===== config.mk =====
export PLATFORM = sky130hd
export DESIGN_NAME = gkda_ctrl
export DESIGN_NICKNAME = d
export VERILOG_FILES = /design/src/gkda_pkg.sv /design/src/gkda_ctrl.sv
export SDC_FILE = /design/constraint.sdc
export NUM_CORES = 1
export LEC_CHECK = 0
export ABC_AREA = 1
export BUFFER_PORTS_ARGS = -buffer_cell sky130_fd_sc_hd__buf_2
export CAP_MARGIN = 20
export CORE_UTILIZATION = 30
export DETAILED_ROUTE_END_ITERATION = 10
export GPL_TIMING_DRIVEN = 0
export HOLD_SLACK_MARGIN = 0.08
export PLACE_DENSITY = 0.49
export SYNTH_ARGS = -nofsm -noshare
export SYNTH_HDL_FRONTEND = slang
export SYNTH_SLANG_ARGS = --single-unit

===== constraint.sdc =====
create_clock -name clk -period 2.21 [get_ports clk]
set_input_delay 0.221 -clock clk [delete_from_list [all_inputs] [get_ports clk]]
set_output_delay 0.221 -clock clk [all_outputs]
set_load 0.02 [all_outputs]

===== src/gkda_pkg.sv =====
// Shared types and constants for the Gaussian kernel density accumulator.
package gkda_pkg;

    // Operation codes carried in the request word
    typedef enum logic [1:0] {
        OP_LOAD_WEIGHT = 2'd0,
        OP_ADD_SAMPLE  = 2'd1,
        OP_READ_BIN    = 2'd2,
        OP_CLEAR       = 2'd3
    } op_t;

    // Configuration register indexes
    localparam int CFG_INDEX_W = 4;
    localparam logic [CFG_INDEX_W-1:0] CFG_INVERSE_BIN_WIDTH = 4'd0;
    localparam logic [CFG_INDEX_W-1:0] CFG_KERNEL_HALF_WIDTH = 4'd1;

    // Reset values of the configuration registers
    localparam logic [31:0] INV_BIN_WIDTH_RESET = 32'h0001_0000;
    localparam logic [5:0]  HALF_WIDTH_RESET    = 6'd32;

    // Saturation limits
    localparam logic [31:0] BIN_MAX   = 32'hFFFF_FFFF;
    localparam logic [47:0] TOTAL_MAX = 48'hFFFF_FFFF_FFFF;

    // Request word
    typedef struct packed {
        op_t         operation;
        logic [5:0]  tap_index;
        logic [15:0] tap_weight;
        logic [31:0] sample_time;
        logic [9:0]  bin_select;
    } req_t;

    // Response word
    typedef struct packed {
        logic [9:0]  bin_index;
        logic [31:0] bin_value;
        logic [47:0] total_weight;
    } rsp_t;

    // Commands from controller to datapath
    typedef struct packed {
        logic load_item;     // capture request word, start the multiply
        logic kernel_write;  // load one kernel weight from the request
        logic tap_issue;     // issue one tap read of the read-modify-write
        logic read_issue;    // read the selected bin
        logic out_load;      // load the response register
        logic sweep;         // clear one bin at the counter address
        logic clear_total;   // zero the weight total
    } dp_cmd_t;

    // Status from datapath to controller
    typedef struct packed {
        logic [6:0] tap_count;  // taps per sample, twice the effective half width
        logic       rsp_full;   // response register holds an untaken word
    } dp_stat_t;

endpackage


===== src/gkda_ctrl.sv =====
// Controller state machine: sequences loads, tap sweeps, reads and clearing.
module gkda_ctrl #(
    parameter int BIN_COUNT = 1024,
    localparam int BIN_AW = $clog2(BIN_COUNT),
    localparam int CNT_W = ((BIN_AW > 7) ? BIN_AW : 7) + 1
) (
    input  logic                clk,
    input  logic                rst_n,
    input  logic                req_valid,
    input  gkda_pkg::op_t       req_op,
    output logic                req_stall,
    input  gkda_pkg::dp_stat_t  stat,
    output gkda_pkg::dp_cmd_t   cmd,
    output logic [CNT_W-1:0]    cnt
);
    import gkda_pkg::*;

    typedef enum logic [2:0] {
        S_CLEAR,
        S_IDLE,
        S_TAP,
        S_DRAIN,
        S_READ,
        S_RESP
    } state_t;

    localparam logic [CNT_W-1:0] LAST_BIN = CNT_W'(BIN_COUNT - 1);

    state_t           state_reg;
    logic [CNT_W-1:0] cnt_reg;
    logic             accept;
    logic [CNT_W-1:0] last_tap;

    assign cnt      = cnt_reg;
    assign last_tap = CNT_W'(stat.tap_count) - CNT_W'(1);

    // Handshake and commands
    always_comb
    begin
        cmd       = '0;
        req_stall = 1'b1;
        accept    = 1'b0;
        unique case (state_reg)
            S_IDLE:
            begin
                // a read needs the response register free
                req_stall = (req_op == OP_READ_BIN) && stat.rsp_full;
                accept    = req_valid && !req_stall;
                if (accept)
                begin
                    cmd.load_item    = 1'b1;
                    cmd.kernel_write = (req_op == OP_LOAD_WEIGHT);
                    cmd.clear_total  = (req_op == OP_CLEAR);
                end
            end
            S_TAP:   cmd.tap_issue  = 1'b1;
            S_READ:  cmd.read_issue = 1'b1;
            S_RESP:  cmd.out_load   = 1'b1;
            S_CLEAR: cmd.sweep      = 1'b1;
            S_DRAIN: ;
            default: ;
        endcase
    end

    // State and counter
    always_ff @(posedge clk or negedge rst_n)
    begin
        if (!rst_n)
        begin
            state_reg <= S_CLEAR;
            cnt_reg   <= '0;
        end
        else
        begin
            unique case (state_reg)
                S_IDLE:
                begin
                    if (accept)
                    begin
                        cnt_reg <= '0;
                        unique case (req_op)
                            OP_ADD_SAMPLE:
                                state_reg <= (stat.tap_count == 7'd0) ? S_IDLE : S_TAP;
                            OP_READ_BIN:    state_reg <= S_READ;
                            OP_CLEAR:       state_reg <= S_CLEAR;
                            OP_LOAD_WEIGHT: state_reg <= S_IDLE;
                            default:        state_reg <= S_IDLE;
                        endcase
                    end
                end
                S_TAP:
                begin
                    if (cnt_reg == last_tap)
                        state_reg <= S_DRAIN;
                    else
                        cnt_reg <= cnt_reg + CNT_W'(1);
                end
                S_DRAIN: state_reg <= S_IDLE;
                S_READ:  state_reg <= S_RESP;
                S_RESP:  state_reg <= S_IDLE;
                S_CLEAR:
                begin
                    if (cnt_reg == LAST_BIN)
                        state_reg <= S_IDLE;
                    else
                        cnt_reg <= cnt_reg + CNT_W'(1);
                end
                default: state_reg <= S_IDLE;
            endcase
        end
    end

endmodule


## Yosys cells after proc, flatten, opt, wreduce, memory -nomap -nowiden

Cells that the tools add are included.

| operators by class | value |
|---|---|
| add/subtract/negate cells | 2 |
| equal/unequal tests | 14 |
| muxes and demuxes | 20 |
| reduce and logical (&&, ||, !) cells | 9 |

Operators by type and width:

| operator | count |
|---|---|
| $mux W11 | 3 |
| $pmux W11 S3 | 1 |
| $pmux W3 S4 | 2 |
| $add A11 B1 Y11 const B | 1 |
| $eq A11 B10 Y1 const B | 1 |
| $eq A11 B11 Y1 | 1 |
| $ne A2 B2 Y1 const B | 5 |
| $mux W3 | 3 |
| $mux W1 | 8 |
| $sub A7 B1 Y8 const B | 1 |
| $logic_not A7 Y1 | 1 |
| $eq A3 B3 Y1 const B | 2 |
| $mux W2 | 3 |
| $eq A2 B2 Y1 const B | 2 |
| $reduce_and A4 Y1 | 1 |
| $eq A3 B1 Y1 const B | 1 |
| $eq A3 B2 Y1 const B | 1 |
| $logic_not A3 Y1 | 1 |
| $reduce_and A3 Y1 | 1 |
| $reduce_bool A3 Y1 | 1 |
| $eq A2 B1 Y1 const B | 1 |
| $logic_and A1 B1 Y1 | 2 |
| $logic_not A2 Y1 | 1 |
| $logic_not A1 Y1 | 1 |

| storage, ports and cells | value |
|---|---|
| flip-flop bits (word level) | 14 |
| input port bits | 13 |
| output and inout bits | 19 |
| logic and storage cells | 47 |

## Depth between registers and ports, before layout

Gate-level depths: netlist of the first run.

| logic depth | value |
|---|---|
| depth in word-level cells | 7 |
| gate-level depth with buffers | 14 |
| gate-level depth less buffers | 13 |

## Least setup slack after synthesis of the first run

OpenSTA, ideal clock, no wires.

| timing | value |
|---|---|
| path kind | flip-flop to flip-flop |
| start point | reg cnt_reg[0] (netlist: cnt[0]) |
| end point | reg cnt_reg[0] (netlist: cnt[0]) |
| data arrival time | 1.624 ns |
| data required time | 2.092 ns |
| setup slack | 0.468 ns |
| stages on the path, launching flop included | 10 |
| path buffers | 1 |
| path through | dfrtp_1 -> ha_1 -> inv_1 -> nor3_4 -> nand2_2 -> nor2_1 -> nand3_1 -> buf_2 -> nand4_1 -> nand2_1 |

| on the way | value |
|---|---|
| cells in the longest elaborated chain, start to end | 3 |
| elaborated cells on any way between the ends | 9 |

RTL lines:

| what | RTL line | source |
|---|---|---|
| start: declaration | gkda_ctrl.sv:30 | `logic [CNT_W-1:0] cnt_reg;` |
| start signal: assignment | gkda_ctrl.sv:96 | `cnt_reg <= cnt_reg + CNT_W'(1);` |
| start signal: assignment | gkda_ctrl.sv:106 | `cnt_reg <= cnt_reg + CNT_W'(1);` |
| $add A11 B1 Y11, or another cell as far along | gkda_ctrl.sv:96, gkda_ctrl.sv:106 |  |
| $mux W11, or another cell as far along | gkda_ctrl.sv:103 | `if (cnt_reg == LAST_BIN)` |
| $pmux W11 S3 or $reduce_and A4 Y1 (tied branches) | n/a |  |

Parallel ways exist; a longest one is shown, timed or not. The select of a mux whose other input is x is not followed.
A chain may end at the register's enable or synchronous reset.

## Worst setup path in the final report of the first run

| timing | value |
|---|---|
| start point | reg cnt_reg[0] (netlist: cnt[0]) |
| end point | reg cnt_reg[4] (netlist: cnt[4]) |

The elaborated chain is that of the path after synthesis.

==> out/results.ini, run 1 <==
[outcome]
status=completed

[finish]
synthToLayoutAreaGrowth_pct=21.2
final_common_cell=nand2_1
n_fill_cell=504
final_cell_mix=77 x nand2_1, 35 x buf_2, 22 x inv_1, 21 x nor2_1, 19 x nand3_1
drive_above_1_share_pct=24.0
diodes=0
nets=275
multi_input_area_sq_um=850
register_area_sq_um=350
largest_reg_flops=11

[logic_synthesis]
ys_ff_latch=14
synth_largest_area_cell=dfrtp_1
synth_xor_area_share_pct=1.30
synth.area.mux_share_pct=0
synth-compound-area-share_pct=6.78
synthesis.nets=238
yosysUniqueCellTypes=23
avgSynthCellArea_sq_um=6.07
synth_warnings=0
synth_fa_ha_area_share_pct=2.79
seq_area_frac_synth_pct=26.0
synth_top_area_share_pct=26.0
yosys.area_share.simple_pct=52.2
synthCells=222
synth_top_family_by_area=simple AND/OR/NAND/NOR gates
netlist_area_sq_um=1350
synth_area_leaders=dfrtp_1 26%, nand2_1 21%, nand3_1 7.1%, inv_1 6.1%, nand4_1 6.0%

[power]
power_density_nw_per_um2=836
leakagePower_uw=0.000880
max-vdd-ir-drop_mv=0.334

[placed_design]
detailed_place_hpwl_microns=2810
io_buffers=31
gp_congestion=0.761

[sta]
finalCritPeriodShare_pct=86.9
whs_ns=0.298
finalCriticalPeriod_ns=1.92
hold_violations=0
relSlewSlack_pct=77.8
slew_viol_final=0
rsz0062_at_grt=false
fmax_mhz=521
final.setup.tns_ns=0
finClkSkew_ns=0.00181
setup_violations=0
worstMarginPinSlew_ns=0.332

[global_routing]
gr-total-overflow=0
grt_max_degree=15
antenna_found_initial=0
grt_pass1_wl_microns=6470
gr-usage-all-layers_pct=16.5
first_global_vias=1401

[cts]
postCtsHoldBufs=1
clk_pin_slew_worst_paths_ns=0.06
cts_tree=yes
root_buffer=clkbuf_8
cts.path.max_buffers=2
numCtsBuffers=3
post-cts-setup-buffers=0
htree_levels=1
worstSkewPairLatency_ns=0.25
post_cts_resized=0
clock_sinks=14

[detailed_routing]
routed_wl_microns=3540
maxUsedRoutingLayer=met4
drc_errors=0
viasPerCell=4.65
ant_nets=0
drt_pass1_iterations=4
wl_met1_microns=1820
drtIter0Drc=69
wl_met2_microns=1540
vias=1440
wl_per_cell_microns=11.4
wl_met3_microns=99

[critical_path]
worst_setup_path_end_kind=flip-flop
cp_max_fo=10
startpoint_type=flip-flop
worst-setup-path-type=flip-flop to flip-flop
crit_path_max_incr_delay_ns=0.53
cp_slowest_cell=dfrtp_1
required_ns=2.35
path_cells=ha_1 > inv_1 > nor3_4 > nand2_2 > nor2_1 > nand3_1 > buf_2 > nand4_1 > nand2_1
crit_family=simple AND/OR/NAND/NOR gates
crit_arrival_ns=2.06
path_buf_inv=2

[die]
rows=24
core_area_sq_um=4320
initial_core_util_pct=31.2
die_x_microns=69.0
dieArea_sq_um=4760
pin_count=32
die_h_microns=69.0

[hold_path]
hold_path_class=input port to flip-flop

[job]
maxCapViolations=0

==> cell type report <==
class | instances | area share (%)
multi-input combinational | 172 | 52.0
sequential | 14 | 21.5
timing repair buffer | 32 | 10.1
inverter | 31 | 7.13
tap | 52 | 3.98
clock buffer | 4 | 3.37
buffer | 5 | 1.92
==> tightest hold or removal path, cell delays in order <==
cell     delay, ns
buf_2         0.10
a31oi_1       0.09
nor2_1        0.10
==> cells by family (layout without fill, tap and decap cells) <==
group | Yosys count | in the layout
simple gates | 150 | 150
buf+inv | 36 | 72
compound gates | 17 | 17
flops | 14 | 14
fa+ha+maj | 3 | 3
xor+xnor | 2 | 2
==> per-stage QoR <==
stage               cells  cell area (sq um)  power, uW  setup slack (ns)  utilization [%]
finish                310               1630       1370             0.290             37.8
global route          310               1630       1500            0.0742             37.8
CTS                   310               1630       1390             0.312             37.8
detailed placement    305               1570       1120             0.332             36.3
global placement      305               1570       1130             0.316             36.3
floorplan             222               1350        912             0.468                -
==> where the power goes <==
group	switching (uW)	leakage [uW]	total, uW	internal, uW
Clock	96.0	0.0000288	254	158
Sequential	81.6	0.000191	383	301
Combinational	482	0.000661	729	247
Total	660	0.000880	1370	706
==> per-layer routing <==
metal	vias up	track usage [%]
met5	-	0
met4	0	6.35
met3	9	1.75
met2	28	25.5
met1	616	23.5
li1	787	-
==> final timing paths <==
kind / start / slack, ns / cells past startpoint / end
max reg2reg: cnt[0] / 0.29 / 9 / cnt[4]
max in group asynchronous: rst_n / 1.56 / 2 / cnt[0]
min reg2reg: cnt[8] / 0.53 / 2 / cnt[8]
min in group asynchronous: rst_n / 0.41 / 2 / state_reg[0]
max: cnt[0] / 0.29 / 9 / cnt[4]
min: req_op[1] / 0.30 / 3 / state_reg[2]
==> synth_stat cells (all sizes together) <==
library cell / n
a21oi: 8
nor3: 9
nor2: 26
o21ai: 6
a21boi: 1
a31oi: 1
dfrtp: 14
buf: 5
ha: 3
nand4: 13
nand2: 81
o21a: 1
nand3: 21
xnor2: 2
inv: 31
Power figures use the tool's default switching activity.
==> inputs of run 2 (changes only) <==
--- a/config.mk
+++ b/config.mk
@@ -7,3 +7,2 @@
 export LEC_CHECK = 0
-export ABC_AREA = 1
 export BUFFER_PORTS_ARGS = -buffer_cell sky130_fd_sc_hd__buf_2
==> constraint.sdc (replaced) <==
create_clock -name clk -period 2.21 [get_ports clk]
set_input_delay 0.3315 -clock clk [delete_from_list [all_inputs] [get_ports clk]]
set_output_delay 0.3315 -clock clk [all_outputs]
set_load 0.02 [all_outputs]
==> run 2 against run 1 <==
  * Non-clock buffer count grew 7
  * Area after synthesis down 4.8%
  * Critical path type is now input port to flip-flop
  * Count of clock-buffer cells in the layout unchanged
  * Register-to-register slack lost 0.23 ns
  * Largest power group unchanged
==> out/results.ini, run 2 <==
[sta]
relSlewSlack_pct=68.4  ; was 77.8%
worstMarginPinSlew_ns=0.471  ; was 0.332 ns
whs_ns=0.364  ; was 0.298 ns
final.setup.tns_ns=0  ; unchanged
finClkSkew_ns=0.00504  ; was 0.00181 ns
setup_violations=0  ; unchanged
finalCriticalPeriod_ns=2.16  ; was 1.92 ns
layout_setup_ws_ns=0.0510  ; was 0.290 ns
finalCritPeriodShare_pct=97.7  ; was 86.9%
slew_viol_final=0  ; unchanged
hold_violations=0  ; unchanged
fmax_mhz=463  ; was 521 MHz

[finish]
n_fill_cell=428  ; was 504
nets=220  ; was 275
final_cell_mix=29 x buf_2, 18 x nand2_1, 17 x nor2_1, 12 x nand3_1, 11 x buf_4  ; was 77 x nand2_1, 35 x buf_2, 22 x inv_1, 21 x nor2_1, 19 x nand3_1
diodes=0  ; unchanged
multi_input_area_sq_um=951  ; was 850 sq um
synthToLayoutAreaGrowth_pct=35.2  ; was 21.2%
final_util_pct=42.7  ; was 37.8%
drive_above_1_share_pct=40.9  ; was 24.0%
register_area_sq_um=359  ; was 350 sq um
final_common_cell=buf_2  ; was nand2_1
largest_reg_flops=11  ; unchanged

[cts]
root_buffer=clkbuf_8  ; unchanged
htree_levels=1  ; unchanged
clk_pin_slew_worst_paths_ns=0.07  ; was 0.06 ns
worstSkewPairLatency_ns=0.25  ; about the same
clock_sinks=14  ; unchanged
cts_tree=yes  ; unchanged
cts.path.max_buffers=2  ; unchanged
numCtsBuffers=3  ; unchanged

[logic_synthesis]
synthCells=160  ; was 222
synth_area_leaders=dfrtp_1 27%, nand2_1 5.3%, nor2_1 5.0%, nand3_1 4.7%, a31oi_1 4.4%  ; was dfrtp_1 26%, nand2_1 21%, nand3_1 7.1%, inv_1 6.1%, nand4_1 6.0%
synth_largest_area_cell=dfrtp_1  ; unchanged
yosysUniqueCellTypes=48  ; was 23
synth_async_sr_flop_share_pct=100  ; unchanged
synth_top_area_share_pct=27.3  ; was 26.0%
synth_most_common_cell=nand2_1  ; unchanged
synthesis.nets=176  ; was 238
synth_edf_count=0  ; unchanged
synth_warnings=0  ; unchanged
avgSynthCellArea_sq_um=8.02  ; was 6.07 sq um
ys_ff_latch=14  ; unchanged
seq_area_frac_synth_pct=27.3  ; was 26.0%
netlist_area_sq_um=1280  ; was 1350 sq um
synthTopCellsByCount=18 x nand2_1, 17 x nor2_1, 14 x dfrtp_1, 12 x nand3_1, 9 x a31oi_1  ; was 77 x nand2_1, 22 x inv_1, 21 x nor2_1, 19 x nand3_1, 14 x dfrtp_1
synth_top_flop_cell=dfrtp_1  ; unchanged

[die]
die_h_microns=67.4  ; was 69.0 microns
dieArea_sq_um=4540  ; was 4760 sq um
initial_core_util_pct=31.6  ; was 31.2%
pin_count=32  ; unchanged
die_x_microns=67.4  ; was 69.0 microns
rows=23  ; was 24
core_area_sq_um=4060  ; was 4320 sq um

[global_routing]
first_global_vias=1275  ; was 1,401
gr-usage-all-layers_pct=17.3  ; was 16.5%
gr-total-overflow=0  ; unchanged
grt_pass1_wl_microns=5930  ; was 6470 microns
grt_max_degree=15  ; unchanged
antenna_found_initial=0  ; unchanged

[detailed_routing]
wl_per_cell_microns=15.4  ; was 11.4 microns
ant_nets=0  ; unchanged
viasPerCell=5.45  ; was 4.65
routed_wl_microns=3890  ; was 3540 microns
drc_errors=0  ; unchanged
vias=1379  ; was 1,440
drt_pass1_iterations=4  ; unchanged
drtIter0Drc=28  ; was 69

[outcome]
status=completed  ; unchanged

[critical_path]
cp_slowest_cell=or4_4  ; was dfrtp_1
crit_path_max_incr_delay_ns=0.58  ; was 0.53 ns
worst_setup_path_end_kind=flip-flop  ; unchanged
crit_arrival_ns=2.33  ; was 2.06 ns
required_ns=2.38  ; was 2.35 ns
worst-setup-path-type=input port to flip-flop  ; was flip-flop to flip-flop
path_buf_inv=2  ; unchanged
startpoint_type=input port  ; was flip-flop
crit_family=simple AND/OR/NAND/NOR gates  ; unchanged
cp_max_fo=5  ; was 10
path_cells=buf_2 > inv_2 > ha_4 > nor2b_1 > or3_1 > a31o_4 > or4_4 > and4_4 > a211oi_2  ; was ha_1 > inv_1 > nor3_4 > nand2_2 > nor2_1 > nand3_1 > buf_2 > nand4_1 > nand2_1

[job]
maxCapViolations=0  ; unchanged

[power]
power_density_nw_per_um2=913  ; was 836 nW/um^2
leakagePower_uw=0.000777  ; was 0.000880 uW
max-vdd-ir-drop_mv=0.463  ; was 0.334 mV
power.total_uw=1580  ; was 1370 uW

[placed_design]
io_buffers=31  ; unchanged
gp_congestion=0.795  ; was 0.761
detailed_place_hpwl_microns=2750  ; was 2810 microns
place_ws_ns=-0.394  ; was 0.332 ns

[hold_path]
hold_path_class=input port to flip-flop  ; unchanged

[run 2: cell count changes in the layout (fill, tap and decap cells not counted), moves of 7 or more]
cell	change
buf_4	+11
dfrtp_2	+7
nand3_1	-7
nand4_1	-10
nand2_1	-59
dfrtp_1	-7
inv_1	-18
[run 2: routing by layer]
layer	vias to the layer above	global-route usage, %	wire (microns)
met4	0	5.32	17
met1	659	22.2	1750
met3	2	1.69	195
met2	43	30.1	1920
met5	-	0	0
li1	675	-	-
[run 2: worst min-delay path, delay by kind of cell]
family / cells / cell delay [ns]
buf+inv: 1 / 0.11
simple gates: 1 / 0.07
compound gates: 1 / 0.06
[run 2: per-stage QoR]
stage / area, sq um / instances
6_report: 1730 / 253
5_1_grt: 1730 / 253
4_1_cts: 1600 / 246
3_5_place_dp: 1510 / 241
3_3_place_gp: 1510 / 241
2_1_floorplan: 1290 / 160
[run 2: what timing repair did]
item                                   in CTS  in global routing
hold buffers                                1                  0
setup endpoints to repair                  12                 11
pin swaps                                   0                  3
buffers inserted                            2                  7
resized for setup                           6                 19
endpoints found under the hold margin      14                  0
cloned                                      0                  1
[run 2: kinds of logic (layout without fill, tap and decap cells)]
| logic type | Yosys count | count (layout) | share of synthesized area [%] |
|---|---|---|---|
| DFF | 14 | 14 | 27.3 |
| buffers and inverters | 14 | 56 | 6.93 |
| muxes | 3 | 3 | 2.83 |
| adders and majority gates | 3 | 3 | 2.93 |
| AOI/OAI and AO/OA | 33 | 33 | 18.6 |
| xor gates and xnor gates | 7 | 7 | 4.78 |
| and+or+nand+nor | 86 | 87 | 36.6 |
[run 2: final timing paths]
path                               from            to  slack (ns)  cells after the start
hold reg to reg            state_reg[2]  state_reg[1]        0.52                      1
hold / removal                req_valid  state_reg[1]        0.36                      3
max in group asynchronous         rst_n       cnt[10]        1.40                      2
setup / recovery                stat[2]        cnt[4]        0.05                      9
min in group asynchronous         rst_n        cnt[0]        0.53                      2
setup reg to reg                 cnt[6]        cnt[4]        0.06                      6
[run 2: power breakdown]
| group | internal [uW] | leakage, uW | switching, uW |
|---|---|---|---|
| combinational | 405 | 0.000572 | 475 |
| sequential | 325 | 0.000176 | 115 |
| clock | 158 | 0.0000288 | 104 |
[run 2: final cells by class]
class	instances	area share (%)
multi-input combinational	133	54.8
sequential	14	20.7
timing repair buffer	41	13.7
tap	50	3.61
clock buffer	4	3.17
buffer	3	2.24
inverter	8	1.73
==> inputs of run 3 (changes only) <==
RECOVER_POWER = 50   (was not set)
==> run 3 against run 2 <==
  * Non-clock buffer count stayed put
  * Utilization is 0.18 points lower
  * Combinational power decreased by 0.7%
  * Largest power group unchanged
  * Largest cell class unchanged
  * Wire length grew 0.85%
  * Die area unchanged
  * Clock power is essentially flat
  * Sequential share of layout area grew 0.090 points
  * Worst hold slack is essentially flat
  * Design area is 0.43% lower
  * Count of clock-buffer cells in the layout did not move
  * First-iteration DRC count rose by 18%
  * Critical path depth stayed put
==> out/results.ini, run 3 (synthesis gave the netlist of run 2 again) <==
[sta]
finalCriticalPeriod_ns=2.16  ; about the same
slew_viol_final=0  ; unchanged
fmax_mhz=463  ; about the same
worstMarginPinSlew_ns=0.859  ; was 0.471 ns
finClkSkew_ns=0.00614  ; was 0.00504 ns
hold_violations=0  ; unchanged
finalCritPeriodShare_pct=97.7  ; about the same
whs_ns=0.364  ; about the same
relSlewSlack_pct=42.7  ; was 68.4%
final.setup.tns_ns=0  ; unchanged
setup_violations=0  ; unchanged

[placed_design]
detailed_place_hpwl_microns=2750  ; unchanged
placed_cell_area_sq_um=1510  ; unchanged
gp_congestion=0.795  ; unchanged
io_buffers=31  ; unchanged

[hold_path]
worstHoldStart=req_valid  ; unchanged
hold_path_depth=3  ; unchanged
hold_path_class=input port to flip-flop  ; unchanged
whs_endpoint=state_reg[1]  ; unchanged

[critical_path]
crit_path_max_incr_delay_ns=0.58  ; about the same
cp_slowest_cell=or4_4  ; unchanged
worst-setup-path-type=input port to flip-flop  ; unchanged
cp_max_fo=5  ; unchanged
r2r-end=cnt[4]  ; unchanged
required_ns=2.38  ; about the same
startpoint_type=input port  ; unchanged
rr_worst_depth=6  ; unchanged
reg2reg_slack_ns=0.06  ; about the same
path_cells=buf_2 > inv_2 > ha_4 > nor2b_1 > or3_1 > a31o_4 > or4_4 > and4_4 > a211oi_2  ; unchanged
crit_arrival_ns=2.33  ; about the same
path_buf_inv=2  ; unchanged
crit_family=simple AND/OR/NAND/NOR gates  ; unchanged
worst_setup_path_end_kind=flip-flop  ; unchanged
reg2reg_from=cnt[6]  ; unchanged

[cts]
clock_sinks=14  ; unchanged
cts_tree=yes  ; unchanged
numCtsBuffers=3  ; unchanged
clk_pin_slew_worst_paths_ns=0.07  ; about the same
cts.path.max_buffers=2  ; unchanged
root_buffer=clkbuf_8  ; unchanged
worstSkewPairLatency_ns=0.25  ; about the same
htree_levels=1  ; unchanged

[detailed_routing]
ant_nets=0  ; unchanged
routed_wl_microns=3920  ; was 3890 microns
drc_errors=0  ; unchanged
viasPerCell=5.49  ; was 5.45
vias=1388  ; was 1,379
drtIter0Drc=33  ; was 28
drt_pass1_iterations=4  ; unchanged
wl_per_cell_microns=15.5  ; was 15.4 microns

[outcome]
status=completed  ; unchanged

[finish]
final_cell_mix=23 x buf_2, 18 x nand2_1, 17 x nor2_1, 12 x nand3_1, 11 x buf_4  ; was 29 x buf_2, 18 x nand2_1, 17 x nor2_1, 12 x nand3_1, 11 x buf_4
drive_above_1_share_pct=37.9  ; was 40.9%
largest_reg_flops=11  ; unchanged
synthToLayoutAreaGrowth_pct=34.6  ; was 35.2%
nets=220  ; unchanged
diodes=0  ; unchanged
final_common_cell=buf_2  ; unchanged
design_area_sq_um=1730  ; about the same

[job]
maxCapViolations=0  ; unchanged

[die]
initial_core_util_pct=31.6  ; unchanged
rows=23  ; unchanged
dieArea_sq_um=4540  ; unchanged
core_area_sq_um=4060  ; unchanged
die_h_microns=67.4  ; unchanged
pin_count=32  ; unchanged
die_x_microns=67.4  ; unchanged

[power]
max-vdd-ir-drop_mv=0.463  ; about the same
leakagePower_uw=0.000756  ; was 0.000777 uW
power_density_nw_per_um2=913  ; about the same

[global_routing]
first_global_vias=1275  ; unchanged
gr-total-overflow=0  ; unchanged
grt_max_degree=15  ; unchanged
grt_pass1_wl_microns=5930  ; unchanged
antenna_found_initial=0  ; unchanged
gr-usage-all-layers_pct=17.3  ; unchanged

-- run 3: power by group --
| group | switching, uW | internal, uW | leakage (uW) |
|---|---|---|---|
| Clock | 103 | 158 | 0.0000288 |
| Sequential | 116 | 325 | 0.000176 |
| Combinational | 477 | 397 | 0.000551 |
| Total | 696 | 880 | 0.000756 |
-- run 3: metal layers --
layer	GRT usage [%]	vias up	wire length, microns
li1	-	676	-
met1	22.2	667	1760
met2	30.1	43	1940
met3	1.69	2	200
met4	5.32	0	17
met5	0	-	0
-- run 3: timing repair --
item                                   in CTS  in global routing
hold buffers                                1                  0
gates cloned                                0                  1
setup endpoints to repair                  12                 11
resized for setup                           6                 19
setup buffers                               2                  7
endpoints found under the hold margin      14                  0
pin swaps                                   0                  3
-- run 3: worst max path at each step --
stage          depth (start not counted)  slack [ns]    start  endpoint
6_report                               9        0.05  stat[2]    cnt[4]
5_1_grt                                7       -0.03   cnt[6]    cnt[8]
4_1_cts                                7      0.0001  cnt[10]    cnt[1]
3_5_place_dp                           9       -0.39  stat[1]    cnt[7]
3_3_place_gp                           9       -0.36  stat[1]    cnt[7]
2_1_floorplan                          7       0.004   cnt[9]    cnt[1]
-- run 3: layout make-up --
class	instances	area, sq um
repair buffers	41	230
flip-flops and latches	14	359
well taps	50	62.6
inverters	8	30.0
fillers	428	2330
clock buffers	4	55.1
plain buffers	3	38.8
multi-input cells	133	951
-- run 3: worst min-delay path: stages --
cell and delay, ns:
buf_2 0.11, nand4_1 0.07, a21oi_1 0.06
-- run 3: metrics by stage --
| stage | setup slack, ns | total power, uW | util, % | cells |
|---|---|---|---|---|
| after CTS | 0.000108 | 1480 | 39.4 | 246 |
| after detailed placement | -0.394 | 1200 | 37.1 | 241 |
| final | 0.0515 | 1580 | 42.6 | 253 |
| after global placement | -0.365 | 1180 | 37.1 | 241 |
| after global routing | -0.0326 | 1680 | 42.6 | 253 |
| after floorplan | 0.00442 | 977 | - | 160 |
